--- src/hw/rtl/assert_macros.svh ---
// ----------------------------------------------------------------------------
// Assertion macros
// Shared concurrent assertion forms; define NO_ASSERTIONS to leave them out.
// ----------------------------------------------------------------------------
`ifndef ASSERT_MACROS_SVH
`define ASSERT_MACROS_SVH

`ifndef NO_ASSERTIONS

// Same-cycle implication, checked at every rising edge outside reset.
`define ASSERT_IMP(label, clk, rst, ante, cons) \
   label: assert property (@(posedge clk) disable iff (rst) (ante) |-> (cons)) \
      else $error("assertion failed: same-cycle implication");

// Next-cycle implication, checked at every rising edge outside reset.
`define ASSERT_NEXT(label, clk, rst, ante, cons) \
   label: assert property (@(posedge clk) disable iff (rst) (ante) |=> (cons)) \
      else $error("assertion failed: next-cycle implication");

`else

`define ASSERT_IMP(label, clk, rst, ante, cons)
`define ASSERT_NEXT(label, clk, rst, ante, cons)

`endif

`endif

--- src/hw/rtl/mfbs_pkg.sv ---
// ----------------------------------------------------------------------------
// mfbs_pkg
// Types and constants shared by the message framer modules.
// ----------------------------------------------------------------------------
package mfbs_pkg;

   // Capacity of the payload buffer in bytes.
   localparam int unsigned MAX_PAYLOAD  = 4096;
   localparam int unsigned HEADER_BYTES = 24;

   localparam int unsigned CNT_W  = $clog2(MAX_PAYLOAD + 1);
   localparam int unsigned POS_W  = $clog2(MAX_PAYLOAD + HEADER_BYTES);
   localparam int unsigned ADDR_W = (MAX_PAYLOAD > 1) ? $clog2(MAX_PAYLOAD) : 1;

   localparam logic [CNT_W-1:0] COUNT_FULL   = CNT_W'(MAX_PAYLOAD);
   localparam logic [POS_W-1:0] POS_HEADER   = POS_W'(HEADER_BYTES);
   localparam logic [POS_W-1:0] POS_HDR_LAST = POS_W'(HEADER_BYTES - 1);

   // Queue between the front and back parts.
   localparam int unsigned QUEUE_DEPTH = 4;
   localparam int unsigned QPTR_W      = $clog2(QUEUE_DEPTH);
   localparam int unsigned QCNT_W      = $clog2(QUEUE_DEPTH + 1);
   localparam logic [QCNT_W-1:0] QUEUE_FULL = QCNT_W'(QUEUE_DEPTH);

   // Input kind codes.
   localparam logic [1:0] KIND_BEGIN   = 2'd0;
   localparam logic [1:0] KIND_PAYLOAD = 2'd1;
   localparam logic [1:0] KIND_TICK    = 2'd2;

   // Header word indexes (word address within the 24-byte header).
   localparam logic [2:0] HW_COMMAND = 3'd0;
   localparam logic [2:0] HW_FIRST   = 3'd1;
   localparam logic [2:0] HW_SECOND  = 3'd2;
   localparam logic [2:0] HW_LENGTH  = 3'd3;
   localparam logic [2:0] HW_SUM     = 3'd4;

   typedef enum logic [1:0] {
      OP_BEGIN,
      OP_PAYLOAD,
      OP_TICK
   } op_type;

   typedef enum logic [1:0] {
      PH_IDLE,
      PH_LOADING,
      PH_SENDING
   } phase_type;

   // One classified word waiting for the back part.  The arm bit is the
   // empty-payload flag on a begin word and the last-byte flag on a payload.
   typedef struct packed {
      op_type      op;
      logic [31:0] command;
      logic [31:0] first_arg;
      logic [31:0] second_arg;
      logic        arm;
      logic [7:0]  data;
   } item_type;

endpackage

--- src/hw/rtl/mfbs_front.sv ---
// ----------------------------------------------------------------------------
// mfbs_front
// Accepts input words, classifies them and holds them in a short queue.
// ----------------------------------------------------------------------------
`include "assert_macros.svh"

module mfbs_front (
   input  logic               clock,
   input  logic               reset,
   input  logic               start,
   output logic               busy,
   input  logic [1:0]         req_kind,
   input  logic [31:0]        req_command,
   input  logic [31:0]        req_first_arg,
   input  logic [31:0]        req_second_arg,
   input  logic               req_empty_payload,
   input  logic [7:0]         req_payload_byte,
   input  logic               req_last_byte,
   output logic               q_valid,
   output mfbs_pkg::item_type q_item,
   input  logic               q_take
);

   mfbs_pkg::item_type                  slot_ff [mfbs_pkg::QUEUE_DEPTH];
   logic [mfbs_pkg::QPTR_W-1:0]         head_ff, head_in;
   logic [mfbs_pkg::QPTR_W-1:0]         tail_ff, tail_in;
   logic [mfbs_pkg::QCNT_W-1:0]         count_ff, count_in;
   mfbs_pkg::item_type                  item;
   logic                                keep;
   logic                                push;
   logic                                pop;

   // Classify the word; the unused kind code is accepted and dropped here.
   always_comb begin
      keep            = 1'b1;
      item.op         = mfbs_pkg::OP_BEGIN;
      item.command    = req_command;
      item.first_arg  = req_first_arg;
      item.second_arg = req_second_arg;
      item.data       = req_payload_byte;
      item.arm        = req_empty_payload;
      case (req_kind)
         mfbs_pkg::KIND_BEGIN: begin
            item.op  = mfbs_pkg::OP_BEGIN;
            item.arm = req_empty_payload;
         end
         mfbs_pkg::KIND_PAYLOAD: begin
            item.op  = mfbs_pkg::OP_PAYLOAD;
            item.arm = req_last_byte;
         end
         mfbs_pkg::KIND_TICK: begin
            item.op  = mfbs_pkg::OP_TICK;
            item.arm = 1'b0;
         end
         default: begin
            keep = 1'b0;
         end
      endcase
   end

   assign busy    = (count_ff == mfbs_pkg::QUEUE_FULL);
   assign push    = start && !busy && keep;
   assign q_valid = (count_ff != '0);
   assign pop     = q_valid && q_take;
   assign q_item  = slot_ff[head_ff];

   always_comb begin
      head_in  = pop  ? head_ff + 1'b1 : head_ff;
      tail_in  = push ? tail_ff + 1'b1 : tail_ff;
      count_in = count_ff;
      if (push && !pop) begin
         count_in = count_ff + 1'b1;
      end else if (pop && !push) begin
         count_in = count_ff - 1'b1;
      end
   end

   always_ff @(posedge clock) begin
      if (reset) begin
         head_ff  <= '0;
         tail_ff  <= '0;
         count_ff <= '0;
      end else begin
         head_ff  <= head_in;
         tail_ff  <= tail_in;
         count_ff <= count_in;
      end
      if (push) begin
         slot_ff[tail_ff] <= item;
      end
   end

   `ASSERT_IMP(a_queue_bound, clock, reset, 1'b1, count_ff <= mfbs_pkg::QUEUE_FULL)
   `ASSERT_NEXT(a_queue_grows, clock, reset, push && !pop, count_ff == $past(count_ff) + 1'b1)

endmodule

--- config.mk ---
export PLATFORM = sky130hd
export DESIGN_NAME = mfbs_front
export DESIGN_NICKNAME = d
export VERILOG_FILES = /design/src/hw/rtl/mfbs_pkg.sv /design/src/hw/rtl/mfbs_front.sv
export VERILOG_INCLUDE_DIRS = /design/src /design/src/hw/rtl
export SDC_FILE = /design/constraint.sdc
export NUM_CORES = 1
export LEC_CHECK = 0
export ABC_AREA = 1
export BUFFER_PORTS_ARGS = -buffer_cell sky130_fd_sc_hd__buf_2
export CAP_MARGIN = 40
export CELL_PAD_IN_SITES_DETAIL_PLACEMENT = 2
export CELL_PAD_IN_SITES_GLOBAL_PLACEMENT = 2
export CORE_MARGIN = 10
export CORE_UTILIZATION = 30
export DETAILED_ROUTE_END_ITERATION = 8
export PLACE_DENSITY = 0.72
export RECOVER_POWER = 25
export SETUP_SLACK_MARGIN = 0.15
export SYNTH_ARGS = -nofsm -noshare
export SYNTH_HDL_FRONTEND = slang
export SYNTH_SLANG_ARGS = --single-unit
export TNS_END_PERCENT = 30
--- constraint.sdc ---
create_clock -name clock -period 8.2 [get_ports clock]
set_input_delay 1.23 -clock clock [delete_from_list [all_inputs] [get_ports clock]]
set_output_delay 1.23 -clock clock [all_outputs]
set_load 0.03 [all_outputs]
==> flow_metrics.env, run 1 <==
export IMPL_critPathTopFamily="buffers and inverters"
export IMPL_portBuffers=220
export IMPL_p_switching_w=0.002302
export IMPL_die_y_um=253.9
export IMPL_first_pass_iters=4
export IMPL_synthMostInstantiatedCell="edfxtp_1"
export IMPL_crit_slowest_cell="dfxtp_4"
export IMPL_cp_arrival_ps=3210
export IMPL_tritoncts="yes"
export IMPL_cp_start_kind="flip-flop"
export IMPL_irDropWorstVdd_v=0.0002071
export IMPL_place_area_mm2=0.01823
export IMPL_drive_gt1_share_pct=17.86
export IMPL_cts_resized_gates=0
export IMPL_fillers=5461
export IMPL_synthCells=1115
export IMPL_ios=221
export IMPL_seqCellArea_mm2=0.01304
export IMPL_num_vias=10250
export IMPL_drtIter0Drc=516
export IMPL_crit_fanout=49
export IMPL_synth_area_mm2=0.01641
export IMPL_period_minus_slack_ps=4436
export IMPL_row_count=85
export IMPL_multi_input_area_mm2=0.002888
export IMPL_rsz0062_at_grt="false"
export IMPL_status="complete, no violations"
export IMPL_cts_path_max_buffers=3
export IMPL_fin_util_pct=36.52
export IMPL_fmax_ghz=0.2254
export IMPL_tightest_slew_ps=879.3
export IMPL_place_ws_ps=4235
export IMPL_ys_seq_area_share_pct=79.40
export IMPL_synth_top_cell_by_area="edfxtp_1"
export IMPL_synthArstFlopShare_pct=0
export IMPL_place_hpwl_um=28780
export IMPL_syn_nets=1237
export IMPL_synth_edff_count=428
export IMPL_grt_pass1_wl_um=71350
export IMPL_setup_viol_count_final=0
export IMPL_switching_share_pct=34.60
export IMPL_synth_common_cells="edfxtp_1 (428), nor2_1 (229), o21ai_0 (201)"
export IMPL_ys_types=22
export IMPL_nets=1458
export IMPL_grt_max_degree=85
export IMPL_track_usage_pct=14.41
export IMPL_root_buffer="clkbuf_16"
export IMPL_dieArea_mm2=0.06447
export IMPL_synth_main_ff_cell="edfxtp_1"
export IMPL_timing_final_ws_setup_ps=3764
export IMPL_clkPwrFrac_pct=32.4
export IMPL_drc=0
export IMPL_critPathCaptureType="output pin"
export IMPL_start_util_pct=30.38
export IMPL_p_leak_nw=6.661
export IMPL_yosys_top_cells_area="edfxtp_1 (78%), o21ai_0 (6.1%), nor2_1 (5.2%)"
export IMPL_avgSynthCellArea_um2=14.72
export IMPL_intPower_w=0.004350
export IMPL_cts_made_buffers=50
export IMPL_ant_nets=0
export IMPL_synth_top_area_share_pct=78.30
export IMPL_finalHoldViolCount=0
export IMPL_synthMuxAreaShare_pct=0
export IMPL_max_slew_margin_pct=41.38
export IMPL_cp_buffers_inverters=4
export IMPL_synth_seq_cells=437
export IMPL_synth_top_family_by_area="compound AO/OA/AOI/OAI gates"
export IMPL_post_drt_wl_per_cell_um=22.66
export IMPL_maxCapViolCount=0
export IMPL_gp_congestion=0.7024
export IMPL_cts_num_sinks=437
export IMPL_synth_xor_area_share_pct=0.05336
export IMPL_synth_compound_area_share_pct=10.76
export IMPL_yosysWarnings=0
export IMPL_postCtsSetupBuffers=0
export IMPL_antennaDiodeCount=0
export IMPL_clk_latency_ps=590
export IMPL_setup_tns_ps=0
export IMPL_seqPwrFrac_pct=41.1
export IMPL_critPathKind="reg2out"
export IMPL_powerDensity_mw_per_mm2=337.1
export IMPL_drv_slew=0
export IMPL_fin_worst_skew_ps=20.96
export IMPL_design_area_mm2=0.01973
export IMPL_timing_final_crit_share_pct=54.09
export IMPL_vias_per_cell=4.945
export IMPL_antenna_found_initial=2
export IMPL_htreeDepth=2
export IMPL_die_w_um=253.9
export IMPL_hp_class="reg2reg"
export IMPL_totalWireLength_um=46970
export IMPL_synthSimpleGateAreaFrac_pct=5.794
export IMPL_core_mm2=0.05403
export IMPL_yosys_area_share_adder_pct=0.8081
export IMPL_crit_chain="clkinv_2, buf_4, buf_16, o21ai_0, o22ai_1, buf_2"
export IMPL_cts_hold_buf=0
export IMPL_critPathRequiredTime_ps=6970
export IMPL_area_growth_pct=20.22
export IMPL_first_global_vias=11670
export IMPL_cts_clk_slew_worst_paths_ps=50
export IMPL_combPwrFrac_pct=26.5
export IMPL_overflow=0
export IMPL_max_stage_delay_ps=730
## path summary, 6_finish.rpt
check                    from  slack [ps]        endpoint  cells after the start
setup / recovery    flip-flop        3760     q_item[104]                      6
hold / removal     head_ff[0]         520       flip-flop                      2
setup reg to reg  count_ff[1]        5590  slot_ff[2][72]                      5
hold reg to reg    head_ff[0]         520       flip-flop                      2
## cells in the final DEF (no fill, tap or decap), drive strengths merged, types with 9 or more instances in the layout
master  instances
edfxtp        428
clkinv         20
nor2          229
o21ai         216
inv            19
dfxtp           9
nand2          17
o22ai         107
clkbuf        135
buf           171
ha              9
## tightest hold or removal path, stage by stage, from the launching register on
cell and delay [ps]:
dfxtp_1 320, nand2_1 90, a21oi_1 60
## routing by layer
metal  GRT usage (%)  part of all wire (%)
met1           16.45                    41
met2           26.46                    52
met3           3.075                   4.9
met4           4.310                   2.1
met5               0                 0.047
## kinds of logic after synthesis
kind of cell	after synthesis
DFF	437
and+or+nand+nor	251
buffers and inverters	90
AOI/OAI and AO/OA	326
xor gates and xnor gates	1
adders and majority gates	10
## final cells by class
class | count | area share, %
inverter | 20 | 0.4122
timing repair buffer | 239 | 6.405
tap | 696 | 4.413
sequential | 437 | 66.09
clock buffer | 67 | 6.772
clock inverter | 26 | 1.275
multi-input combinational | 588 | 14.64
## through the flow
stage                     power (W)  cells  hold WS, ps
after floorplan            0.003972   1115        459.4
after global placement     0.004489   1974        499.9
after detailed placement   0.004591   1980        503.5
after CTS                  0.006777   2073        520.0
after global routing       0.006993   2073        568.7
final                      0.006652   2073        521.4
## sequential cells by signal (all words and copies together), names as in the netlist, named ones only
register / cells
slot_ff: 428
tail_ff: 2
head_ff: 2
count_ff: 3
## power groups by stage
stage          clock (W)  sequential, W  combinational, W
6_report         0.00215        0.00273           0.00176
2_1_floorplan          0        0.00276           0.00122
4_1_cts          0.00222        0.00274           0.00182
5_1_grt          0.00230        0.00275           0.00193
3_5_place_dp           0        0.00278           0.00181
3_3_place_gp           0        0.00277           0.00172
(Power assumes the default switching activity.)
==> inputs of run 2 (changes only) <==
==> constraint.sdc (replaced) <==
create_clock -name clock -period 4.37 [get_ports clock]
set_input_delay 0.6555 -clock clock [delete_from_list [all_inputs] [get_ports clock]]
set_output_delay 0.6555 -clock clock [all_outputs]
set_load 0.03 [all_outputs]
==> run 2 against run 1 <==
Critical endpoint is now q_item[25]. Die area unchanged. Clock power up 85%. Sequential cell count unchanged. Non-clock buffer count down 2. Critical path type unchanged. Global-route usage up 0.079 points. Critical path depth down 1. Sequential share of layout area up 0.14 points. Design area down 0.22%. Core utilization down 0.079 points. Clock skew up 3.6 ps. Wire length up 0.35%. Via count down 0.70%.
==> flow_metrics.env, run 2 (synthesis results as in run 1) <==
export IMPL_cts_path_max_buffers=3
export IMPL_use_met1_pct=16.75
export IMPL_multi_input_area_mm2=0.002888
export IMPL_place_hpwl_um=28170
export IMPL_drive_gt1_share_pct=17.80
export IMPL_switching_share_pct=34.48
export IMPL_nets=1455
export IMPL_min_from="reset"
export IMPL_fillers=5540
export IMPL_num_vias=10180
export IMPL_final_common_cell="edfxtp_1"
export IMPL_cts_resized_gates=0
export IMPL_die_w_um=253.9
export IMPL_antenna_found_initial=7
export IMPL_cts_num_sinks=437
export IMPL_cts_made_buffers=49
export IMPL_tightest_slew_ps=925.9
export IMPL_ant_nets=0
export IMPL_cp_arrival_ps=3030
export IMPL_seqPwrFrac_pct=41.3
export IMPL_clk_latency_ps=580
export IMPL_cts_clk_slew_worst_paths_ps=60
export IMPL_first_pass_iters=4
export IMPL_timing_final_crit_share_pct=84.22
export IMPL_met2_usage_pct=26.36
export IMPL_die_y_um=253.9
export IMPL_drtIter0Drc=618
export IMPL_max_stage_delay_ps=660
export IMPL_root_buffer="clkbuf_16"
export IMPL_r2r_start="count_ff[0]"
export IMPL_core_mm2=0.05403
export IMPL_rrSetupSlack_ps=2020
export IMPL_finalHoldViolCount=0
export IMPL_htreeDepth=2
export IMPL_fmax_ghz=0.2717
export IMPL_top_regs="slot_ff: 428 flops, count_ff: 3 flops"
export IMPL_r2r_worst_path_cells=13
export IMPL_overflow=0
export IMPL_max_slew_margin_pct=38.27
export IMPL_combPwrFrac_pct=26.7
export IMPL_cpMostUsedCell="buf_4"
export IMPL_timing_final_ws_setup_ps=689.5
export IMPL_place_ws_ps=1251
export IMPL_rsz0062_at_grt="false"
export IMPL_p_leak_nw=6.648
export IMPL_period_minus_slack_ps=3681
export IMPL_tritoncts="yes"
export IMPL_drv_slew=0
export IMPL_largest_reg_flops=428
export IMPL_area_growth_pct=19.96
export IMPL_critPathKind="reg2out"
export IMPL_portBuffers=220
export IMPL_cp_buffers_inverters=3
export IMPL_grt_pass1_wl_um=71480
export IMPL_setup_tns_ps=0
export IMPL_cp_start_kind="flip-flop"
export IMPL_first_global_vias=11550
export IMPL_irDropWorstVdd_v=0.0004121
export IMPL_critPathCaptureType="output pin"
export IMPL_postCtsSetupBuffers=0
export IMPL_mostFrequentLayoutCells="edfxtp_1 (428), nor2_1 (225), o21ai_0 (201)"
export IMPL_setup_viol_count_final=0
export IMPL_drc=0
export IMPL_fin_worst_skew_ps=24.60
export IMPL_grt_max_degree=165
export IMPL_critPathTopFamily="buffers and inverters"
export IMPL_fin_util_pct=36.44
export IMPL_gr_usage_met3_pct=3.586
export IMPL_clkPwrFrac_pct=32.0
export IMPL_crit_chain="buf_4, buf_4, o21ai_0, o22ai_1, buf_2"
export IMPL_worstHoldPathCells=2
export IMPL_crit_slowest_cell="buf_4"
export IMPL_maxCapViolCount=0
export IMPL_hp_class="in2reg"
export IMPL_p_switching_w=0.004275
export IMPL_crit_fanout=58
export IMPL_cts_hold_buf=0
export IMPL_status="complete, no violations"
export IMPL_powerDensity_mw_per_mm2=629.7
export IMPL_r2r_end="count_ff[2]"
export IMPL_busiest_layer="met2"
export IMPL_start_util_pct=30.38
export IMPL_vias_per_cell=4.922
export IMPL_gp_congestion=0.6895
export IMPL_power_w=0.01240
export IMPL_seqCellArea_mm2=0.01304
export IMPL_dieArea_mm2=0.06447
export IMPL_row_count=85
export IMPL_totalWireLength_um=47130
export IMPL_top_register="slot_ff"
export IMPL_ios=221
export IMPL_intPower_w=0.008124
export IMPL_critPathRequiredTime_ps=3710
export IMPL_post_drt_wl_per_cell_um=22.79
export IMPL_track_usage_pct=14.49
## run 2: changes by cell type in the layout (fill, tap and decap cells not counted), sizes merged
| cell | delta |
|---|---|
| buf | -3 |
| clkinv | -3 |
| clkinvlp | -3 |
| clkbuf | +2 |
| inv | +2 |
| bufinv | -1 |
| diode | +1 |
## run 2: power groups by stage
stage / Sequential [W] / Combinational [W] / Clock, W
6_report: 0.00512 / 0.00331 / 0.00397
5_1_grt: 0.00515 / 0.00363 / 0.00426
4_1_cts: 0.00512 / 0.00343 / 0.00409
3_5_place_dp: 0.00520 / 0.00340 / 0
3_3_place_gp: 0.00518 / 0.00330 / 0
2_1_floorplan: 0.00514 / 0.00229 / 0
## run 2: metal layers
layer  routed length [µm]  part of all wire (%)
met4                  704                   1.5
met2                24590                    52
met3                 2518                   5.3
met5                   90                  0.19
met1                19230                    41
## run 2: cell type report
| class | count | area share, % |
|---|---|---|
| tap | 696 | 4.423 |
| inverter | 20 | 0.4131 |
| antenna | 1 | 0.01271 |
| clock buffer | 68 | 6.908 |
| clock inverter | 21 | 0.9342 |
| timing repair buffer | 237 | 6.412 |
| multi-input combinational | 588 | 14.67 |
| sequential | 437 | 66.23 |
## run 2: how the worst max path moves through the flow
stage / from / endpoint / slack [ps] / cells past startpoint
detailed placement: flip-flop / q_item[25] / 1250 / 5
floorplan: req_kind[0] / slot_ff[0][0] / -30 / 4
finish: flip-flop / q_item[25] / 690 / 5
global route: flip-flop / q_item[25] / 510 / 5
global placement: flip-flop / q_item[25] / 1330 / 5
CTS: flip-flop / q_item[25] / 530 / 5
## run 2: worst reg2reg max path, cell delays in order (launching register included)
cell	delay (ps)
dfxtp_1	410
nor2_1	90
nand2_1	170
nand2_1	290
inv_1	210
ha_1	200
inv_1	80
fa_1	400
inv_1	70
nand2_1	50
nand3_1	110
nand2_1	70
nand2_1	60
nor2_1	40
## run 2: per-stage QoR
stage,instance area (µm²),hold slack (ps),std cells
final,19690,304.0,2068
after global routing,19690,295.7,2067
after CTS,19770,250.0,2067
after detailed placement,18230,510.0,1978
after global placement,18200,492.6,1977
after floorplan,16420,459.4,1115
==> inputs of run 3 (changes only) <==
--- a/config.mk
+++ b/config.mk
@@ -6,7 +6,7 @@
 export SDC_FILE = /design/constraint.sdc
 export NUM_CORES = 1
 export LEC_CHECK = 0
-export ABC_AREA = 1
+export ABC_AREA = 0
 export BUFFER_PORTS_ARGS = -buffer_cell sky130_fd_sc_hd__buf_2
 export CAP_MARGIN = 40
 export CELL_PAD_IN_SITES_DETAIL_PLACEMENT = 2
@@ -14,7 +14,7 @@
 export CORE_MARGIN = 10
 export CORE_UTILIZATION = 30
 export DETAILED_ROUTE_END_ITERATION = 8
-export PLACE_DENSITY = 0.72
+export PLACE_DENSITY = 0.69
 export RECOVER_POWER = 25
 export SETUP_SLACK_MARGIN = 0.15
 export SYNTH_ARGS = -nofsm -noshare
==> constraint.sdc (replaced) <==
create_clock -name clock -period 3.32 [get_ports clock]
set_input_delay 0.498 -clock clock [delete_from_list [all_inputs] [get_ports clock]]
set_output_delay 0.498 -clock clock [all_outputs]
set_load 0.03 [all_outputs]
==> run 3 against run 2 <==
Worst hold slack worse by 140 ps. Register-to-register slack worse by 950 ps. Core utilization up 0.43 points. Total power up 27%. Clock skew down 8.4 ps. First-iteration DRC count down 19%. Die area down 2.5%. Sequential power up 31%. Via count down 27%. Non-clock buffer count down 3. Largest power group unchanged. Highest routed layer unchanged.
==> flow_metrics.env, run 3 <==
export IMPL_status="complete, no violations"
export IMPL_synth_top_cell_by_area="edfxtp_1"
export IMPL_max_stage_delay_ps=590
export IMPL_portBuffers=220
export IMPL_final_common_cell="edfxtp_1"
export IMPL_max_slew_margin_pct=47.76
export IMPL_irDropWorstVdd_v=0.0004112
export IMPL_drc=0
export IMPL_powerDensity_mw_per_mm2=808.4
export IMPL_top_register="slot_ff"
export IMPL_cts_made_buffers=49
export IMPL_multi_input_area_mm2=0.002759
export IMPL_synthArstFlopShare_pct=0
export IMPL_combPwrFrac_pct=25.6
export IMPL_ios=221
export IMPL_area_growth_pct=21.65
export IMPL_switching_share_pct=30.79
export IMPL_clk_latency_ps=570
export IMPL_crit_chain="buf_12, mux4_2, buf_2"
export IMPL_synth_main_ff_cell="edfxtp_1"
export IMPL_critPathKind="reg2out"
export IMPL_seqPwrFrac_pct=42.6
export IMPL_syn_nets=737
export IMPL_row_count=84
export IMPL_critPathTopFamily="flip-flops"
export IMPL_cts_clk_slew_worst_paths_ps=60
export IMPL_place_ws_ps=770.3
export IMPL_tritoncts="yes"
export IMPL_yosys_top_cells_area="edfxtp_1 (81%), mux4_2 (15%), dfxtp_1 (1.1%)"
export IMPL_cp_arrival_ps=2340
export IMPL_die_w_um=250.7
export IMPL_ys_types=23
export IMPL_cts_hold_buf=0
export IMPL_totalWireLength_um=39600
export IMPL_synth_top_area_share_pct=80.52
export IMPL_critPathRequiredTime_ps=2820
export IMPL_ys_seq_area_share_pct=81.65
export IMPL_rsz0062_at_grt="false"
export IMPL_synthMostInstantiatedCell="edfxtp_1"
export IMPL_nets=997
export IMPL_vias_per_cell=4.611
export IMPL_fillers=5058
export IMPL_p_leak_nw=6.254
export IMPL_intPower_w=0.01086
export IMPL_cp_buffers_inverters=2
export IMPL_track_usage_pct=12.42
export IMPL_root_buffer="clkbuf_16"
export IMPL_postCtsSetupBuffers=0
export IMPL_gp_congestion=0.6769
export IMPL_largest_reg_flops=428
export IMPL_period_minus_slack_ps=2840
export IMPL_start_util_pct=30.31
export IMPL_synth_seq_cells=437
export IMPL_synth_area_mm2=0.01596
export IMPL_cts_resized_gates=0
export IMPL_mostFrequentLayoutCells="edfxtp_1 (428), buf_2 (155), mux4_2 (107)"
export IMPL_timing_final_ws_setup_ps=480.4
export IMPL_core_mm2=0.05266
export IMPL_critPathCaptureType="output pin"
export IMPL_yosysWarnings=0
export IMPL_dieArea_mm2=0.06283
export IMPL_synthCells=615
export IMPL_p_switching_w=0.004833
export IMPL_ant_nets=0
export IMPL_tightest_slew_ps=775.4
export IMPL_synth_common_cells="edfxtp_1 (428), mux4_2 (107), buf_2 (12)"
export IMPL_setup_tns_ps=0
export IMPL_drtIter0Drc=503
export IMPL_fin_worst_skew_ps=16.24
export IMPL_cp_start_kind="flip-flop"
export IMPL_synth_edff_count=428
export IMPL_crit_slowest_cell="dfxtp_4"
export IMPL_grt_max_degree=67
export IMPL_maxCapViolCount=0
export IMPL_cts_num_sinks=437
export IMPL_fmax_ghz=0.3522
export IMPL_die_y_um=250.7
export IMPL_overflow=0
export IMPL_htreeDepth=2
export IMPL_place_hpwl_um=25280
export IMPL_post_drt_wl_per_cell_um=24.69
export IMPL_hp_class="in2reg"
export IMPL_drv_slew=0
export IMPL_first_pass_iters=4
export IMPL_grt_pass1_wl_um=58710
export IMPL_drive_gt1_share_pct=37.92
export IMPL_cts_path_max_buffers=3
export IMPL_seqCellArea_mm2=0.01304
export IMPL_timing_final_crit_share_pct=85.53
export IMPL_antenna_found_initial=6
export IMPL_crit_fanout=35
export IMPL_setup_viol_count_final=0
export IMPL_first_global_vias=8588
export IMPL_clkPwrFrac_pct=31.7
export IMPL_avgSynthCellArea_um2=25.95
export IMPL_finalHoldViolCount=0
export IMPL_num_vias=7396
export IMPL_rrSetupSlack_ps=1070
export IMPL_top_regs="slot_ff: 428 flops, count_ff: 3 flops"
==> run 3: cell count changes after synthesis, sizes merged, moves of 3 or more <==
cell,previous run,this run
o22ai,107,0
o21ai,216,2
mux4,0,107
xor2,1,4
clkbuf,37,8
nand2,17,2
inv,20,5
buf,33,17
nand3,4,0
nor2,229,7
and2,0,4
==> run 3: layout make-up <==
cell class | count | share of cell area, %
Sequential cell | 437 | 67.16
Multi-Input combinational cell | 148 | 14.21
Clock buffer | 64 | 6.824
Timing Repair Buffer | 234 | 6.502
Tap cell | 688 | 4.433
Clock inverter | 27 | 0.7668
Inverter | 5 | 0.09666
Antenna cell | 1 | 0.01289
==> run 3: logic make-up after synthesis <==
| kind of cell | share of synthesized area, % |
|---|---|
| flip-flops | 81.65 |
| multiplexers | 15.29 |
| buffers and inverters | 1.129 |
| AND/OR/NAND/NOR | 0.6820 |
| adder cells (fa/ha/maj) | 0.8309 |
| AO/OA/AOI/OAI | 0.1960 |
| XOR/XNOR | 0.2195 |
==> run 3: final timing paths <==
check                   from              to  depth (start not counted)
max                flip-flop      q_item[17]                          3
min          req_command[19]  slot_ff[0][92]                          1
max reg2reg      count_ff[0]     count_ff[2]                          9
min reg2reg       tail_ff[1]      tail_ff[1]                          2
==> run 3: stage by stage <==
stage	hold slack, ps	util, %	area [µm²]	instances	total power, W
after global placement	516.0	34.23	18020	1512	0.01089
after CTS	102.1	37.03	19500	1603	0.01606
final	161.4	36.88	19420	1604	0.01570
after global routing	142.7	36.87	19410	1603	0.01642
after detailed placement	516.5	34.23	18020	1512	0.01100
after floorplan	482.0	-	15960	615	0.009638
==> run 3: power by group through the flow <==
| stage | Sequential, W | Combinational [W] | Clock, W |
|---|---|---|---|
| 6_report | 0.00669 | 0.00403 | 0.00498 |
| 5_1_grt | 0.00673 | 0.00433 | 0.00536 |
| 4_1_cts | 0.00671 | 0.00419 | 0.00517 |
| 3_5_place_dp | 0.00682 | 0.00418 | 0 |
| 3_3_place_gp | 0.00677 | 0.00412 | 0 |
| 2_1_floorplan | 0.00674 | 0.00290 | 0 |
==> run 3: per-layer routing <==
layer / global-route usage [%] / vias up / wire length (µm)
met3: 4.109 / 64 / 2815
met4: 3.339 / 10 / 725
met1: 14.75 / 3941 / 15770
met2: 21.20 / 210 / 20230
met5: 0 / - / 65
li1: - / 3171 / -
